### config.mk
export PLATFORM = sky130hd
export DESIGN_NAME = ssort_cell
export DESIGN_NICKNAME = d
export VERILOG_FILES = /design/src/rtl/ssort_pkg.sv /design/src/rtl/ssort_cell.sv
export SDC_FILE = /design/constraint.sdc
export NUM_CORES = 1
export LEC_CHECK = 0
export BUFFER_PORTS_ARGS = -buffer_cell sky130_fd_sc_hd__buf_4
export CAP_MARGIN = 0
export CORE_ASPECT_RATIO = 0.8
export CORE_MARGIN = 5
export CORE_UTILIZATION = 35
export CTS_CLUSTER_DIAMETER = 120
export DETAILED_ROUTE_END_ITERATION = 10
export HOLD_SLACK_MARGIN = 0.12
export PLACE_DENSITY = 0.62
export SYNTH_ARGS = -nofsm -noshare
export SYNTH_HDL_FRONTEND = slang
export SYNTH_SLANG_ARGS = --single-unit
### constraint.sdc
create_clock -name clk -period 3.6 [get_ports clk]
set_clock_uncertainty 0.05 [all_clocks]
set_input_delay 0.36 -clock clk [delete_from_list [all_inputs] [get_ports clk]]
set_output_delay 0.36 -clock clk [all_outputs]
set_load 0.02 [all_outputs]
### src/rtl/ssort_pkg.sv
package ssort_pkg;

	localparam int unsigned DATA_W       = 32;
	localparam int unsigned CAPACITY_DEF = 64;

	typedef logic signed [DATA_W-1:0] data_t;

	typedef struct packed {
		logic  occ;
		data_t val;
		logic  take;
	} link_t;

	typedef enum logic {
		ST_COLLECT,
		ST_DRAIN
	} state_t;

endpackage

### src/rtl/ssort_cell.sv
module ssort_cell import ssort_pkg::*; (
	input  logic  clk,
	input  logic  arst_n,
	input  logic  insert,
	input  logic  shift,
	input  data_t din,
	input  link_t left,
	input  link_t right,
	output link_t link
);

	logic  occ_q;
	data_t val_q;
	logic  take;

	assign take = !occ_q || (val_q > din);

	always_comb begin
		link.occ  = occ_q;
		link.val  = val_q;
		link.take = take;
	end

	always_ff @(posedge clk or negedge arst_n) begin
		if (!arst_n) begin
			occ_q <= 1'b0;
		end else if (insert && take) begin
			occ_q <= left.take ? left.occ : 1'b1;
		end else if (shift) begin
			occ_q <= right.occ;
		end
	end

	always_ff @(posedge clk) begin
		if (insert && take) begin
			val_q <= left.take ? left.val : din;
		end else if (shift) begin
			val_q <= right.val;
		end
	end

endmodule

==> flow_summary.ini, run 1 <==
[die]
die_y_microns = 88.9
fp.dieW_microns = 109
start_util_pct = 36.3
io_pins = 138
dieArea_sq_um = 9660
core_sq_um = 7500
row_count = 28

[grt]
grt_pass1_vias = 2328
grt_pass1_wl_microns = 11500
track_usage_pct = 15.4
antenna_found_initial = 0
grt_max_degree = 65
grt_remaining_overflow = 0

[timing]
fmax_mhz = 305
fin_tns_setup_ns = 0
hold_viol = 0
tightest_slew_ns = 0.841
min_period_ns = 3.28
post-route-period-util_pct = 91.2
slew_headroom_pct = 44.0
setup_viol = 0
rsz0062_at_grt = no
slew_violations = 0

[clocking]
cts-root-buf = clkbuf_8
clock_sinks = 33
clk_latency_ns = 0.28
numCtsBuffers = 5
cts.clk_slew.worst_paths_ns = 0.07
cts_max_level = 2
cts_tree = yes
cts_post_setup_buffers_inserted = 0
cts_hold_buf = 1
cts_buffer_depth = 2
ctsResizeCount = 0

[setup_path]
worstSetupPathType = reg -> reg
worstPathMaxFanout = 33
required_ns = 3.58
reg2reg_depth = 8
startpoint = val_q[30]
critPathArrivalTime_ns = 3.26
reg2reg_slack_ns = 0.32
crit_path_start_kind = flop
cp-end-kind = flop
r2r-end = val_q[31]
rr_startpoint = val_q[30]

[synth]
synth-seq-cells = 33
syn-mean-instance-area_sq_um = 10.1
synth_top_area_share_pct = 35.3
syn-cell-area_sq_um = 2730
yosys.area.top_type = edfxtp_1
ys_seq_area_share_pct = 36.2
synthTopCellsByArea = edfxtp_1, mux2_4, ha_1
synth-edff-count = 32
synthDistinctLibCells = 32
syn_inst = 269
postSynth.asyncResetShare_pct = 3.03
yosysWarnings = 0
synth_fp_nets = 405
synthFlopType = edfxtp_1

[drt]
antenna_left = 0
dr.pass1.iters = 4
wl_microns = 7520
wl_per_cell_microns = 14.8
via_per_inst = 4.74
drt-initial-drc-count = 74
detail_route.drc_violations = 0
num_vias = 2412

[cells_and_area]
mostFrequentLayoutCells = buf_4, nand2_1, o21ai_0
fillers = 733
drive_above_1_share_pct = 45.5
final_nets = 539
layout_commonest_cell = buf_4
num_antenna_cells = 0
post-route-util_pct = 52.4
areaGrowthSynthToFinish_pct = 44.1

[run_status]
outcome = finished clean

[hold_path]
min_path_type = in -> reg
min_path_cells = 3
min_to = occ_q
hold_start = left[33]

[placement]
place_congestion = 0.768
port_buffers = 136
dpl.hpwl_microns = 5910

[job]
cap_violations = 0

[pwr]
p_per_area_nw_per_um2 = 605
leakagePower_nw = 1.96
irDropWorstVdd_uv = 262
-- state kept, by name, indices dropped and copies added (netlist names) --
name,cells
val_q,32
occ_q,1
-- kinds of logic (layout without fill, tap and decap cells) --
family	Yosys count	after routing	synth area share (%)
flops	33	33	36.2
fa+ha+maj	32	32	14.7
simple gates	62	62	10.8
buf+inv	47	182	7.62
mux	35	35	18.2
compound gates	60	60	12.5
-- critical path: stages, from the launching register on --
cell and delay (ns):
edfxtp_1 0.41, ha_1 0.33, nand4_1 0.16, or4_4 0.59
nor3_1 0.21, o21ai_0 0.17, o311ai_4 0.12, buf_4 0.57
mux2_2 0.40
-- final cells by class --
| type | instances | area [sq um] | area share (%) |
|---|---|---|---|
| multi-input combinational | 189 | 1540 | 39.3 |
| timing repair buffer | 139 | 1050 | 26.6 |
| sequential | 33 | 986 | 25.1 |
| inverter | 35 | 131 | 3.35 |
| tap | 105 | 131 | 3.35 |
| clock buffer | 8 | 90.1 | 2.29 |
-- where the power goes --
group          internal [mW]  total [mW]  switching [mW]
registers              0.637       0.727          0.0900
logic                  0.666        1.35           0.688
clock network          0.156       0.296           0.140
total                   1.46        2.38           0.918
-- cell usage after synthesis, types with 5 or more instances --
master and count:
clkbuf_1 5, nand2_1 40, ha_1 32, nand4_1 8
inv_1 35, mux2_2 5, a21oi_1 16, mux2_4 28
edfxtp_1 32, o21ai_0 36
-- routing by layer --
layer / wire length [microns] / part of all wire (%) / track usage [%] / vias up
li1: - / - / - / 1225
met1: 3340 / 44 / 20.0 / 1107
met2: 3540 / 47 / 25.8 / 76
met3: 582 / 7.7 / 4.26 / 4
met4: 55 / 0.73 / 3.78 / 0
met5: 0 / 0 / 0 / -
-- metrics by stage --
step           hold slack (ns)  area [sq um]  setup slack (ns)  power [mW]  std cells
2_1_floorplan           0.0144          2730             0.222        1.63        269
3_3_place_gp            0.0862          3830             0.279        2.09        500
3_5_place_dp            0.0863          3830             0.249        2.10        500
4_1_cts                  0.292          3930             0.302        2.41        509
5_1_grt                  0.303          3930             0.101        2.54        509
6_report                 0.295          3930             0.318        2.38        509
-- how the worst max path moves through the flow --
| stage | endpoint | slack [ns] |
|---|---|---|
| global placement | val_q[2] | 0.28 |
| global route | val_q[0] | 0.10 |
| finish | val_q[31] | 0.32 |
| floorplan | val_q[0] | 0.22 |
| CTS | val_q[0] | 0.30 |
| detailed placement | val_q[0] | 0.25 |
Power figures use the tool's default switching activity.
==> run 2, diff against run 1 <==
--- a/config.mk
+++ b/config.mk
@@ -9,11 +9,11 @@
 export CAP_MARGIN = 0
 export CORE_ASPECT_RATIO = 0.8
 export CORE_MARGIN = 5
-export CORE_UTILIZATION = 35
+export CORE_UTILIZATION = 24
 export CTS_CLUSTER_DIAMETER = 120
 export DETAILED_ROUTE_END_ITERATION = 10
 export HOLD_SLACK_MARGIN = 0.12
-export PLACE_DENSITY = 0.62
+export PLACE_DENSITY = 0.46
 export SYNTH_ARGS = -nofsm -noshare
 export SYNTH_HDL_FRONTEND = slang
 export SYNTH_SLANG_ARGS = --single-unit
==> flow_summary.ini, run 2 (synthesis gave the netlist of run 1 again) <==
[drt]
antenna_left = 0
detail_route.drc_violations = 0
via_per_inst = 4.29
wl_per_cell_microns = 14.5
num_vias = 2370
wl_microns = 8020
dr.pass1.iters = 6
drt-initial-drc-count = 76

[setup_path]
r2r-end = val_q[23]
critPathArrivalTime_ns = 3.11
crit_buf_inv = 1
cp-end-kind = flop
worstSetupPathType = reg -> reg
rr_startpoint = val_q[27]
worstPathMaxFanout = 12
critical_path.top_delay_family = simple AND/OR/NAND/NOR gates
reg2reg_slack_ns = 0.47
reg2reg_depth = 9
slowest_delay_ns = 0.59
crit_chain = ha_1, nand4_1, or4_4, nand2b_4, and3_2, o21ai_0, o311ai_4, buf_4, mux2_4
slowest_stage = or4_4
crit_path_start_kind = flop
required_ns = 3.58

[grt]
grt_pass1_vias = 2417
antenna_found_initial = 0
grt_remaining_overflow = 0
grt_max_degree = 65
track_usage_pct = 11.8
grt_pass1_wl_microns = 12600

[placement]
port_buffers = 136
dpl_worst_slack_ns = 0.405
placed_cell_area_sq_um = 3910
place_congestion = 0.696
dpl.hpwl_microns = 6630

[die]
fp.dieW_microns = 129
start_util_pct = 24.8
row_count = 34
core_sq_um = 11000
dieArea_sq_um = 13600
io_pins = 138
die_y_microns = 105

[hold_path]
hold_start = left[33]
min_path_type = in -> reg
min_to = occ_q
min_path_cells = 3

[cells_and_area]
largest_reg_flops = 32
top_register = val_q
drive_above_1_share_pct = 46.1
post-route-util_pct = 37.0
top_regs = val_q (32), occ_q (1)
final_nets = 543
mostFrequentLayoutCells = buf_4, nand2_1, o21ai_0
num_antenna_cells = 0
final_area_sq_um = 4060
layout_commonest_cell = buf_4
areaGrowthSynthToFinish_pct = 49.0

[run_status]
outcome = finished clean

[clocking]
clock_sinks = 33
cts-root-buf = clkbuf_16
cts_tree = yes
numCtsBuffers = 5
cts_max_level = 2
clk_latency_ns = 0.28
cts.clk_slew.worst_paths_ns = 0.05
cts_buffer_depth = 2
cts_post_setup_buffers_inserted = 0

[timing]
fin_tns_setup_ns = 0
fmax_mhz = 319
setup_viol = 0
tightest_slew_ns = 0.611
post-route-period-util_pct = 87.0
hold_viol = 0
hold_ws_ns = 0.300
setup_ws_ns = 0.468
slew_headroom_pct = 58.9
rsz0062_at_grt = no
min_period_ns = 3.13
slew_violations = 0

[pwr]
leakagePower_nw = 2.01
p_per_area_nw_per_um2 = 627
irDropWorstVdd_uv = 195

[job]
cap_violations = 0
-- run 2: cell count changes in the layout (fill, tap and decap cells not counted), sizes merged --
| cell | delta |
|---|---|
| buf | +4 |
-- run 2: worst min-delay path, cell delays in order --
cell and delay, ns:
buf_4 0.08, nor2b_1 0.03, mux2i_1 0.11
-- run 2: layout make-up --
| class | count | area, sq um |
|---|---|---|
| fill | 1114 | 6910 |
| multi-input combinational | 189 | 1540 |
| timing repair buffer | 143 | 1080 |
| sequential | 33 | 986 |
| tap | 144 | 180 |
| clock buffer | 8 | 146 |
| inverter | 35 | 131 |
-- run 2: per-layer routing --
metal	global-route usage [%]	vias to the layer above	share of wire [%]
met3	4.20	4	8.4
met5	0	-	0
li1	-	1233	-
met2	18.1	74	45
met1	15.8	1059	46
met4	2.70	0	0.80
-- run 2: power by group --
group          total, mW  internal, mW  switching, mW
Combinational       1.38         0.685          0.695
Clock              0.431         0.276          0.155
Sequential         0.734         0.637         0.0969
Total               2.55          1.60          0.947
-- run 2: worst max-delay path by stage --
stage          startpoint   endpoint  slack (ns)  cells after the start
4_1_cts         val_q[27]  val_q[23]        0.45                      9
3_3_place_gp      din[27]  val_q[28]        0.41                     11
2_1_floorplan   val_q[31]   val_q[0]        0.22                      9
3_5_place_dp      din[27]  val_q[23]        0.40                     11
6_report        val_q[27]  val_q[23]        0.47                      9
5_1_grt         val_q[30]  val_q[23]        0.35                      9
-- run 2: what timing repair did --
| item | in CTS | in global routing |
|---|---|---|
| endpoints found under the hold margin | 1 | 0 |
| hold buffers | 1 | 0 |
| gates resized for setup | 0 | 0 |
-- run 2: stage by stage --
step / total power, mW / cells
finish: 2.55 / 552
global route: 2.74 / 552
CTS: 2.60 / 552
detailed placement: 2.15 / 543
global placement: 2.14 / 543
floorplan: 1.63 / 269
